File: config.mk
export PLATFORM = sky130hd
export DESIGN_NAME = light_meter_average_display_core
export DESIGN_NICKNAME = d
export VERILOG_FILES = /design/src/sv/lmad_pkg.sv /design/src/sv/lmad_front.sv /design/src/sv/lmad_queue.sv /design/src/sv/lmad_back.sv /design/src/sv/light_meter_average_display_core.sv
export SDC_FILE = /design/constraint.sdc
export NUM_CORES = 2
export LEC_CHECK = 0
export ABC_AREA = 1
export BUFFER_PORTS_ARGS = -buffer_cell sky130_fd_sc_hd__clkbuf_2
export CAP_MARGIN = 20
export CORE_AREA = 2 2 256 258
export CTS_CLUSTER_DIAMETER = 30
export DETAILED_ROUTE_END_ITERATION = 10
export DIE_AREA = 0 0 258 260
export HOLD_SLACK_MARGIN = 0.06
export PLACE_DENSITY_LB_ADDON = 0.1
export SKIP_CTS_REPAIR_TIMING = 1
export SLEW_MARGIN = 20
export SYNTH_ARGS = -nofsm -noshare
export SYNTH_HDL_FRONTEND = slang
export SYNTH_SLANG_ARGS = --single-unit
File: constraint.sdc
create_clock -name clock -period 6.75 [get_ports clock]
set_input_delay 1.0125 -clock clock [delete_from_list [all_inputs] [get_ports clock]]
set_output_delay 1.0125 -clock clock [all_outputs]
set_load 0.01 [all_outputs]
File: src/sv/lmad_pkg.sv
// types, constants and small helpers of the light meter averaging display
// no dependencies
`timescale 1ns / 1ps

package lmad_pkg;

   localparam int WORD_W    = 16;
   localparam int EXP_W     = 4;
   localparam int MANT_W    = 12;
   localparam int READING_W = 18;
   localparam int LIMIT_W   = 14;
   localparam int DIGIT_W   = 4;
   localparam int SHOWN_W   = 14;
   localparam int TWO_DIG_W = 7;

   localparam int AVG_SAMPLES_DEF = 4;
   localparam int QUEUE_DEPTH_DEF = 8;

   // front pipeline registers holding items not yet in the queue
   localparam int INFLIGHT_W = 2;

   localparam int CSR_ADDR_W = 3;
   localparam int CSR_DATA_W = 32;
   // register index lives in the word-address bit
   localparam logic CSR_INDEX_LIMIT = 1'b0;

   localparam logic [LIMIT_W-1:0] LIMIT_RESET = LIMIT_W'(10000);
   localparam logic [SHOWN_W-1:0] SHOWN_MAX   = SHOWN_W'(9999);

   // mantissa*3 << exponent, divided by 4 then by 625
   localparam int TRIPLE_W   = MANT_W + 2;
   localparam int WIDE_W     = TRIPLE_W + (1 << EXP_W) - 1;
   localparam int SCALED_W   = WIDE_W - 2;
   localparam int CONV_SHIFT = SCALED_W + 10;
   localparam longint unsigned CONV_DIV = 625;
   localparam longint unsigned CONV_MULT_L =
      ((64'd1 << CONV_SHIFT) + CONV_DIV - 1) / CONV_DIV;
   localparam int CONV_MULT_W = 28;
   localparam logic [CONV_MULT_W-1:0] CONV_MULT = CONV_MULT_W'(CONV_MULT_L);

   // shown / 100 for shown below 2^14
   localparam int HUND_SHIFT = SHOWN_W + 7;
   localparam longint unsigned HUND_MULT_L = ((64'd1 << HUND_SHIFT) + 99) / 100;
   localparam int HUND_MULT_W = 15;
   localparam logic [HUND_MULT_W-1:0] HUND_MULT = HUND_MULT_W'(HUND_MULT_L);

   typedef struct packed {
      logic [READING_W-1:0] held;
      logic                 mode_b;
   } lmad_entry_type;

   typedef struct packed {
      logic           valid;
      lmad_entry_type entry;
   } lmad_push_type;

   typedef struct packed {
      logic empty;
      logic no_room;
   } lmad_qstat_type;

   // tens digit of a value below 100
   function automatic logic [DIGIT_W-1:0] tens_of(input logic [TWO_DIG_W-1:0] v);
      logic [14:0] p;
      p = 15'(v) * 15'd205;
      return p[14:11];
   endfunction

   // units digit of a value below 100
   function automatic logic [DIGIT_W-1:0] units_of(input logic [TWO_DIG_W-1:0] v);
      logic [TWO_DIG_W-1:0] t;
      logic [TWO_DIG_W-1:0] u;
      t = TWO_DIG_W'(tens_of(v));
      u = v - TWO_DIG_W'(t * TWO_DIG_W'(10));
      return u[DIGIT_W-1:0];
   endfunction

endpackage

File: src/sv/lmad_front.sv
// front part: accepts items, converts the sensor word and forms block means
// depends on lmad_pkg
`timescale 1ns / 1ps

module lmad_front #(
   parameter int AVG_SAMPLES = lmad_pkg::AVG_SAMPLES_DEF
) (
   input  logic                                clock,
   input  logic                                reset,
   input  logic                                in_accept,
   input  logic [lmad_pkg::WORD_W-1:0]         sensor_word,
   input  logic                                mode_b,
   output lmad_pkg::lmad_push_type             push,
   output logic [lmad_pkg::INFLIGHT_W-1:0]     inflight
);

   localparam int LOG_N       = $clog2(AVG_SAMPLES);
   localparam int CNT_W       = LOG_N;
   localparam int SUM_W       = lmad_pkg::READING_W + LOG_N;
   localparam int MEAN_SHIFT  = SUM_W + LOG_N;
   localparam int MEAN_MULT_W = SUM_W + 1;
   localparam int MEAN_PROD_W = SUM_W + MEAN_MULT_W;
   localparam longint unsigned MEAN_MULT_L =
      ((64'd1 << MEAN_SHIFT) + AVG_SAMPLES - 1) / AVG_SAMPLES;
   localparam logic [MEAN_MULT_W-1:0] MEAN_MULT = MEAN_MULT_W'(MEAN_MULT_L);
   localparam logic [CNT_W-1:0] LAST_CNT = CNT_W'(AVG_SAMPLES - 1);
   localparam int CONV_PROD_W = lmad_pkg::SCALED_W + lmad_pkg::CONV_MULT_W;

   // stage 1: scaled raw value
   logic                              v1_ff, v1_in;
   logic                              mode1_ff;
   logic [lmad_pkg::SCALED_W-1:0]     scaled_ff, scaled_in;
   // stage 2: converted sample
   logic                              v2_ff, v2_in;
   logic                              mode2_ff;
   logic [lmad_pkg::READING_W-1:0]    sample_ff, sample_in;
   // stage 3: group total
   logic                              v3_ff, v3_in;
   logic                              mode3_ff;
   logic                              last_ff, last_in;
   logic [SUM_W-1:0]                  total_ff, total_in;
   logic [SUM_W-1:0]                  acc_ff, acc_in;
   logic [CNT_W-1:0]                  cnt_ff, cnt_in;
   logic [lmad_pkg::READING_W-1:0]    held_ff, held_in;

   logic [lmad_pkg::EXP_W-1:0]        expo;
   logic [lmad_pkg::TRIPLE_W-1:0]     tripled;
   logic [lmad_pkg::WIDE_W-1:0]       widened;
   logic [CONV_PROD_W-1:0]            conv_prod;
   logic [MEAN_PROD_W-1:0]            mean_prod;

   always_comb begin
      expo      = sensor_word[lmad_pkg::WORD_W-1 -: lmad_pkg::EXP_W];
      tripled   = lmad_pkg::TRIPLE_W'(sensor_word[lmad_pkg::MANT_W-1:0])
                  * lmad_pkg::TRIPLE_W'(3);
      widened   = lmad_pkg::WIDE_W'(tripled) << expo;
      scaled_in = widened[lmad_pkg::WIDE_W-1:2];
      v1_in     = in_accept;

      conv_prod = CONV_PROD_W'(scaled_ff) * CONV_PROD_W'(lmad_pkg::CONV_MULT);
      sample_in = conv_prod[lmad_pkg::CONV_SHIFT +: lmad_pkg::READING_W];
      v2_in     = v1_ff;

      total_in = acc_ff + SUM_W'(sample_ff);
      acc_in   = acc_ff;
      cnt_in   = cnt_ff;
      last_in  = 1'b0;
      if (v2_ff) begin
         if (cnt_ff == LAST_CNT) begin
            last_in = 1'b1;
            acc_in  = '0;
            cnt_in  = '0;
         end else begin
            acc_in = total_in;
            cnt_in = cnt_ff + CNT_W'(1);
         end
      end
      v3_in = v2_ff;

      mean_prod = MEAN_PROD_W'(total_ff) * MEAN_PROD_W'(MEAN_MULT);
      held_in   = (v3_ff && last_ff) ? mean_prod[MEAN_SHIFT +: lmad_pkg::READING_W]
                                     : held_ff;
   end

   always_ff @(posedge clock) begin
      if (reset) begin
         v1_ff   <= 1'b0;
         v2_ff   <= 1'b0;
         v3_ff   <= 1'b0;
         acc_ff  <= '0;
         cnt_ff  <= '0;
         held_ff <= '0;
      end else begin
         v1_ff   <= v1_in;
         v2_ff   <= v2_in;
         v3_ff   <= v3_in;
         acc_ff  <= acc_in;
         cnt_ff  <= cnt_in;
         held_ff <= held_in;
      end
   end

   always_ff @(posedge clock) begin
      scaled_ff <= scaled_in;
      mode1_ff  <= mode_b;
      sample_ff <= sample_in;
      mode2_ff  <= mode1_ff;
      total_ff  <= total_in;
      last_ff   <= last_in;
      mode3_ff  <= mode2_ff;
   end

   always_comb begin
      push.valid         = v3_ff;
      push.entry.held    = held_in;
      push.entry.mode_b  = mode3_ff;
      inflight = lmad_pkg::INFLIGHT_W'(v1_ff) + lmad_pkg::INFLIGHT_W'(v2_ff)
                 + lmad_pkg::INFLIGHT_W'(v3_ff);
   end

endmodule

File: src/sv/lmad_queue.sv
// short queue between the front and back parts
// depends on lmad_pkg
`timescale 1ns / 1ps

module lmad_queue #(
   parameter int DEPTH = lmad_pkg::QUEUE_DEPTH_DEF
) (
   input  logic                              clock,
   input  logic                              reset,
   input  lmad_pkg::lmad_push_type           push,
   input  logic [lmad_pkg::INFLIGHT_W-1:0]   reserved,
   input  logic                              pop,
   output lmad_pkg::lmad_entry_type          head,
   output lmad_pkg::lmad_qstat_type          status
);

   localparam int PTR_W = $clog2(DEPTH);
   localparam int CNT_W = $clog2(DEPTH + 1);
   localparam int SUM_W = CNT_W + lmad_pkg::INFLIGHT_W;
   localparam logic [PTR_W-1:0] LAST_PTR = PTR_W'(DEPTH - 1);

   lmad_pkg::lmad_entry_type mem_ff [DEPTH];
   logic [PTR_W-1:0] wr_ptr_ff, wr_ptr_in;
   logic [PTR_W-1:0] rd_ptr_ff, rd_ptr_in;
   logic [CNT_W-1:0] count_ff, count_in;
   logic [SUM_W-1:0] committed;

   always_comb begin
      wr_ptr_in = wr_ptr_ff;
      rd_ptr_in = rd_ptr_ff;
      count_in  = count_ff;
      if (push.valid) begin
         wr_ptr_in = (wr_ptr_ff == LAST_PTR) ? '0 : wr_ptr_ff + PTR_W'(1);
      end
      if (pop) begin
         rd_ptr_in = (rd_ptr_ff == LAST_PTR) ? '0 : rd_ptr_ff + PTR_W'(1);
      end
      case ({push.valid, pop})
         2'b10:   count_in = count_ff + CNT_W'(1);
         2'b01:   count_in = count_ff - CNT_W'(1);
         default: count_in = count_ff;
      endcase
      committed      = SUM_W'(count_ff) + SUM_W'(reserved);
      status.empty   = (count_ff == '0);
      status.no_room = (committed >= SUM_W'(DEPTH));
      head           = mem_ff[rd_ptr_ff];
   end

   always_ff @(posedge clock) begin
      if (reset) begin
         wr_ptr_ff <= '0;
         rd_ptr_ff <= '0;
         count_ff  <= '0;
      end else begin
         wr_ptr_ff <= wr_ptr_in;
         rd_ptr_ff <= rd_ptr_in;
         count_ff  <= count_in;
      end
   end

   always_ff @(posedge clock) begin
      if (push.valid) begin
         mem_ff[wr_ptr_ff] <= push.entry;
      end
   end

endmodule

File: src/sv/lmad_back.sv
// back part: overload check, mode scaling and bcd digits of the held reading
// depends on lmad_pkg
`timescale 1ns / 1ps

module lmad_back (
   input  logic                               clock,
   input  logic                               reset,
   input  logic [lmad_pkg::LIMIT_W-1:0]       limit,
   input  lmad_pkg::lmad_entry_type           head,
   input  lmad_pkg::lmad_qstat_type           status,
   output logic                               pop,
   input  logic                               rsp_stall,
   output logic                               rsp_valid,
   output logic [lmad_pkg::DIGIT_W-1:0]       rsp_digit_thousands,
   output logic [lmad_pkg::DIGIT_W-1:0]       rsp_digit_hundreds,
   output logic [lmad_pkg::DIGIT_W-1:0]       rsp_digit_tens,
   output logic [lmad_pkg::DIGIT_W-1:0]       rsp_digit_units,
   output logic                               rsp_decimal_point,
   output logic                               rsp_overload
);

   localparam int HUND_PROD_W = lmad_pkg::SHOWN_W + lmad_pkg::HUND_MULT_W;

   logic advance;

   // stage 1: shown value
   logic                             v1_ff, v1_in;
   logic                             ovl1_ff, ovl1_in;
   logic                             mode1_ff;
   logic [lmad_pkg::SHOWN_W-1:0]     shown1_ff, shown1_in;
   // stage 2: hundreds quotient
   logic                             v2_ff;
   logic                             ovl2_ff;
   logic                             mode2_ff;
   logic [lmad_pkg::SHOWN_W-1:0]     shown2_ff;
   logic [lmad_pkg::TWO_DIG_W-1:0]   hund_ff, hund_in;
   // output register
   logic                             out_v_ff;
   logic [lmad_pkg::DIGIT_W-1:0]     th_ff, th_in;
   logic [lmad_pkg::DIGIT_W-1:0]     hu_ff, hu_in;
   logic [lmad_pkg::DIGIT_W-1:0]     te_ff, te_in;
   logic [lmad_pkg::DIGIT_W-1:0]     un_ff, un_in;
   logic                             dp_ff, dp_in;
   logic                             ovl_ff;

   logic [lmad_pkg::READING_W-1:0]   scaled;
   logic [HUND_PROD_W-1:0]           hund_prod;
   logic [lmad_pkg::SHOWN_W-1:0]     rem_wide;
   logic [lmad_pkg::TWO_DIG_W-1:0]   rem;

   always_comb begin
      advance = !out_v_ff || !rsp_stall;
      pop     = advance && !status.empty;
      v1_in   = pop;

      ovl1_in   = head.held >= lmad_pkg::READING_W'(limit);
      scaled    = head.mode_b ? head.held : (head.held >> 1);
      shown1_in = (scaled > lmad_pkg::READING_W'(lmad_pkg::SHOWN_MAX))
                  ? lmad_pkg::SHOWN_MAX : scaled[lmad_pkg::SHOWN_W-1:0];

      hund_prod = HUND_PROD_W'(shown1_ff) * HUND_PROD_W'(lmad_pkg::HUND_MULT);
      hund_in   = hund_prod[lmad_pkg::HUND_SHIFT +: lmad_pkg::TWO_DIG_W];

      rem_wide = shown2_ff - lmad_pkg::SHOWN_W'(hund_ff) * lmad_pkg::SHOWN_W'(100);
      rem      = rem_wide[lmad_pkg::TWO_DIG_W-1:0];
      if (ovl2_ff) begin
         th_in = '0;
         hu_in = '0;
         te_in = '0;
         un_in = '0;
         dp_in = 1'b0;
      end else begin
         th_in = lmad_pkg::tens_of(hund_ff);
         hu_in = lmad_pkg::units_of(hund_ff);
         te_in = lmad_pkg::tens_of(rem);
         un_in = lmad_pkg::units_of(rem);
         dp_in = !mode2_ff;
      end
   end

   always_ff @(posedge clock) begin
      if (reset) begin
         v1_ff    <= 1'b0;
         v2_ff    <= 1'b0;
         out_v_ff <= 1'b0;
      end else if (advance) begin
         v1_ff    <= v1_in;
         v2_ff    <= v1_ff;
         out_v_ff <= v2_ff;
      end
   end

   always_ff @(posedge clock) begin
      if (advance) begin
         ovl1_ff   <= ovl1_in;
         mode1_ff  <= head.mode_b;
         shown1_ff <= shown1_in;
         ovl2_ff   <= ovl1_ff;
         mode2_ff  <= mode1_ff;
         shown2_ff <= shown1_ff;
         hund_ff   <= hund_in;
         th_ff     <= th_in;
         hu_ff     <= hu_in;
         te_ff     <= te_in;
         un_ff     <= un_in;
         dp_ff     <= dp_in;
         ovl_ff    <= ovl2_ff;
      end
   end

   assign rsp_valid           = out_v_ff;
   assign rsp_digit_thousands = th_ff;
   assign rsp_digit_hundreds  = hu_ff;
   assign rsp_digit_tens      = te_ff;
   assign rsp_digit_units     = un_ff;
   assign rsp_decimal_point   = dp_ff;
   assign rsp_overload        = ovl_ff;

endmodule

File: src/sv/light_meter_average_display_core.sv
// Light meter core: each item is a raw sensor word (exponent in bits 15-12,
// mantissa in 11-0) plus a display mode; it is converted to uW/cm2, groups of
// AVG_SAMPLES samples set the held reading by their mean, and every item
// returns the held reading as four bcd digits with decimal point and overload
// flags. One item is taken per clock cycle while req_stall is low; its result
// passes through three front stages, the first loaded at the accepting edge,
// then the queue and then three back stages on its way to the output.
// The input stalls only when the queue plus the front stages hold
// QUEUE_DEPTH items, which happens only after the result side has stalled.
// The overload limit register sits at byte address 0, reset value 10000.
`timescale 1ns / 1ps

module light_meter_average_display_core #(
   parameter int AVG_SAMPLES = lmad_pkg::AVG_SAMPLES_DEF,
   parameter int QUEUE_DEPTH = lmad_pkg::QUEUE_DEPTH_DEF
) (
   input  logic                                clock,
   input  logic                                reset,
   input  logic                                req_valid,
   output logic                                req_stall,
   input  logic [lmad_pkg::WORD_W-1:0]         req_sensor_word,
   input  logic                                req_mode_b,
   output logic                                rsp_valid,
   input  logic                                rsp_stall,
   output logic [lmad_pkg::DIGIT_W-1:0]        rsp_digit_thousands,
   output logic [lmad_pkg::DIGIT_W-1:0]        rsp_digit_hundreds,
   output logic [lmad_pkg::DIGIT_W-1:0]        rsp_digit_tens,
   output logic [lmad_pkg::DIGIT_W-1:0]        rsp_digit_units,
   output logic                                rsp_decimal_point,
   output logic                                rsp_overload,
   input  logic                                psel,
   input  logic                                penable,
   input  logic                                pwrite,
   input  logic [lmad_pkg::CSR_ADDR_W-1:0]     paddr,
   input  logic [lmad_pkg::CSR_DATA_W-1:0]     pwdata,
   output logic [lmad_pkg::CSR_DATA_W-1:0]     prdata,
   output logic                                pready
);

   lmad_pkg::lmad_push_type             push;
   lmad_pkg::lmad_entry_type            head;
   lmad_pkg::lmad_qstat_type            status;
   logic [lmad_pkg::INFLIGHT_W-1:0]     inflight;
   logic                                pop;
   logic                                in_accept;
   logic                                limit_hit;
   logic [lmad_pkg::LIMIT_W-1:0]        limit_ff, limit_in;

   always_comb begin
      req_stall = status.no_room;
      in_accept = req_valid && !req_stall;
      pready    = 1'b1;
      limit_hit = paddr[2] == lmad_pkg::CSR_INDEX_LIMIT;
      limit_in  = limit_ff;
      if (psel && penable && pwrite && limit_hit) begin
         limit_in = pwdata[lmad_pkg::LIMIT_W-1:0];
      end
      prdata = limit_hit ? lmad_pkg::CSR_DATA_W'(limit_ff) : '0;
   end

   always_ff @(posedge clock) begin
      if (reset) begin
         limit_ff <= lmad_pkg::LIMIT_RESET;
      end else begin
         limit_ff <= limit_in;
      end
   end

   lmad_front #(
      .AVG_SAMPLES(AVG_SAMPLES)
   ) u_front (
      .clock       (clock),
      .reset       (reset),
      .in_accept   (in_accept),
      .sensor_word (req_sensor_word),
      .mode_b      (req_mode_b),
      .push        (push),
      .inflight    (inflight)
   );

   lmad_queue #(
      .DEPTH(QUEUE_DEPTH)
   ) u_queue (
      .clock    (clock),
      .reset    (reset),
      .push     (push),
      .reserved (inflight),
      .pop      (pop),
      .head     (head),
      .status   (status)
   );

   lmad_back u_back (
      .clock               (clock),
      .reset               (reset),
      .limit               (limit_ff),
      .head                (head),
      .status              (status),
      .pop                 (pop),
      .rsp_stall           (rsp_stall),
      .rsp_valid           (rsp_valid),
      .rsp_digit_thousands (rsp_digit_thousands),
      .rsp_digit_hundreds  (rsp_digit_hundreds),
      .rsp_digit_tens      (rsp_digit_tens),
      .rsp_digit_units     (rsp_digit_units),
      .rsp_decimal_point   (rsp_decimal_point),
      .rsp_overload        (rsp_overload)
   );

endmodule

==> metrics.txt <==
pin count of the biggest net entering global routing=55; GRT Residual Overflow=0; max-cap violations=0; detailed-route wire length=approximately 88 mm; Mapped Area=~0.036 mm^2; Area contributors post-synth=fa_1, ha_1, edfxtp_1; Syn Inst Count=just over 4000; Die Span Y=260 um; CP cell instances=ha_1 -> fa_1 -> inv_1 -> fa_1 -> fa_1 -> inv_1 -> fa_1 -> fa_1 -> inv_1 -> fa_1 -> inv_1 -> ha_1 -> nand2_1 -> nand2_1 -> a31oi_1 -> o21ai_0 -> o21ai_0 -> and2_1 -> nand2_1 -> nand2_1 -> nand2_1; clock-pin slew on the worst setup and hold paths=about 50 ps; antenna cells=0; Crit path top cell by count=fa_1; post-synthesis area per instance=~8.7 um^2; # clock sinks=~340; Worst setup EP type=flop; Synth cell types=49; vias in the first global route=between 20000 and 30000; fin crit share=0.946; first-pass detailed-route iteration total=6; Remaining DRCs=0; clock buffer depth=3; Fin. Hold Viols=0; Root Driver=clkbuf_16; Clock Latency Late Sink=around 620 ps; minimum clock period=between 6000 and 7000 ps; H-tree depth=3; via count=~26000; Final Skew=71.5 ps; Yosys top cell area share=0.229; Starting Density=0.555; worst reg2reg path depth=21; IO Port Bufs=just over 70; first-pass GRT wire length=about 140 mm; CTS buffer count=72; max incr delay on CP=approximately 660 ps; slew of the pin with the lowest slew margin=~950 ps; TritonCTS clock tree=built; initial DRC count=1532; Post-synth EDFFs=between 200 and 250; Die Width=~260 um; Setup CP Type=flop to flop; CP Max Fanout=8; Placeable Area=roughly 0.064 mm^2; RSZ-0062 raised after global routing=false; I/O pin count=112; Core Rows=between 90 and 100; Yosys top cell by area=fa_1; Slowest-stage cell, CP=dfxtp_1; main flop type after synthesis=edfxtp_1; Synth warnings=0; setup_tns=0 ps; layout net count=just over 5000; WHS Path Cells=0; Final setup viols=0; Seq cells post-synth=about 340; post-route ant nets=0; WP data arrival=approximately 7000 ps; initial antenna violation count=0; Die Area=roughly 0.067 mm^2; dpl hpwl=between 70 and 80 mm; Util after Layout=0.616; fraction of registers with async set/reset=0; Hold WC Path Type=flop to flop; sequential-to-total area share from yosys stat=0.249; GPL Wtd Cong=approximately 0.95; drt via density=5.12; P&R area growth vs syn=11.0%; Total GRT Usage=0.271; Slew Limit Fails=0; layout cells sized above 1=0.0641; highest clock rate=between 150 and 200 MHz; Critical Path Start Type=flop; Max-slew headroom=0.363; outcome=finished, final reports clean; wire per inst=between 15 and 20 um; required time worst endpoint=7210 ps
layout make-up:
cell class / instances / area [um^2]
clock buffer: 81 / 1880
clock inverter: 50 / 583
fill: 5596 / 24600
inverter: 1013 / 3800
multi-input combinational: 2678 / 22500
sequential: 342 / 8870
tap: 855 / 1070
timing repair buffer: 125 / 758
flip-flops by register name, summed over array words and instances, names as in the netlist, 2 cells and up, named ones only:
register,cells
u_back.shown2_ff,7
limit_ff,14
u_back.rsp_digit_tens,4
u_queue.wr_ptr_ff,3
u_queue.mem_ff,152
u_back.rsp_digit_hundreds,4
u_back.rsp_digit_thousands,4
u_front.acc_ff,20
u_front.sample_ff,18
u_front.scaled_ff,27
u_front.total_ff,18
u_front.cnt_ff,2
u_queue.count_ff,4
u_back.hund_ff,7
u_back.rsp_digit_units,4
u_front.held_ff,18
u_back.shown1_ff,14
u_queue.rd_ptr_ff,3
cells in the mapped netlist, types with 7 or more instances:
| cell type | instances |
|---|---|
| buf_4 | 26 |
| buf_2 | 12 |
| nand3_1 | 227 |
| o211ai_1 | 12 |
| or2_2 | 8 |
| xnor2_1 | 17 |
| xor2_1 | 37 |
| clkbuf_1 | 32 |
| inv_1 | 1008 |
| dfxtp_1 | 140 |
| edfxtp_1 | 202 |
| and2_1 | 10 |
| nor3_1 | 28 |
| a31oi_1 | 10 |
| o22ai_1 | 7 |
| a21oi_1 | 173 |
| a21o_1 | 17 |
| o21ai_1 | 8 |
| fa_1 | 407 |
| o21bai_1 | 10 |
| o21ai_0 | 160 |
| ha_1 | 493 |
| nand4_1 | 25 |
| nand2_1 | 653 |
| nor2_1 | 310 |
final timing paths:
path | from | end | slack, ps
max | u_front.scaled_ff[7] | u_front.sample_ff[14] | 360
min reg2reg | u_front.mode2_ff | u_front.mode3_ff | 330
max reg2reg | u_front.scaled_ff[7] | u_front.sample_ff[14] | 360
min | u_front.mode2_ff | u_front.mode3_ff | 330
through the flow:
stage	hold slack (ps)	worst slack [ps]	std cells	instance area, um^2
after floorplan	310	1300	4114	35600
after global placement	315	521	5013	37000
after detailed placement	317	496	5013	37000
after CTS	328	421	5144	39500
after global routing	329	44.6	5144	39500
final	326	362	5144	39500
worst max-delay path: cells and delay by family, from the launching register on:
family / cells / cell delay, ps
fa+ha+maj: 8 / 4030
flops: 1 / 660
buf+inv: 4 / 230
simple gates: 6 / 530
compound gates: 3 / 770
cell families after synthesis:
logic type,Yosys count,share of synthesized area
xor+xnor,54,0.0133
buf+inv,1094,0.120
fa+ha+maj,900,0.403
other cells,2,0.000211
flops,342,0.249
compound gates,422,0.0648
simple gates,1283,0.150
per-layer routing:
| metal | track usage | vias up | wire (um) |
|---|---|---|---|
| met2 | 0.480 | 629 | 43300 |
| met3 | 0.0360 | 181 | 3940 |
| met5 | 0 | - | 0 |
| met4 | 0.117 | 0 | 3760 |
| li1 | - | 13046 | - |
| met1 | 0.332 | 12479 | 36800 |
placed cells by master, fill, tap and decap left out, drive strengths merged, types with 5 or more instances in the layout:
| cell | netlist | final |
|---|---|---|
| and2 | 10 | 10 |
| a21o | 17 | 17 |
| clkbuf | 32 | 153 |
| nand2 | 656 | 656 |
| nand3b | 6 | 6 |
| xnor2 | 17 | 17 |
| fa | 407 | 407 |
| bufinv | 0 | 5 |
| edfxtp | 202 | 202 |
| dfxtp | 140 | 140 |
| nand3 | 231 | 231 |
| xor2 | 37 | 37 |
| a31oi | 10 | 10 |
| buf | 49 | 53 |
| clkinv | 1 | 31 |
| a21oi | 174 | 174 |
| a211oi | 5 | 5 |
| o21bai | 10 | 10 |
| o21ai | 169 | 169 |
| o22ai | 7 | 7 |
| nor3 | 28 | 28 |
| nor2 | 312 | 312 |
| nand4 | 25 | 25 |
| conb | 2 | 19 |
| inv | 1012 | 1023 |
| o21a | 6 | 6 |
| or2 | 8 | 8 |
| o211ai | 12 | 12 |
| ha | 493 | 493 |
Power is not shown: default switching activity piles up to over one toggle a cycle in this logic, so the estimate is an artifact.
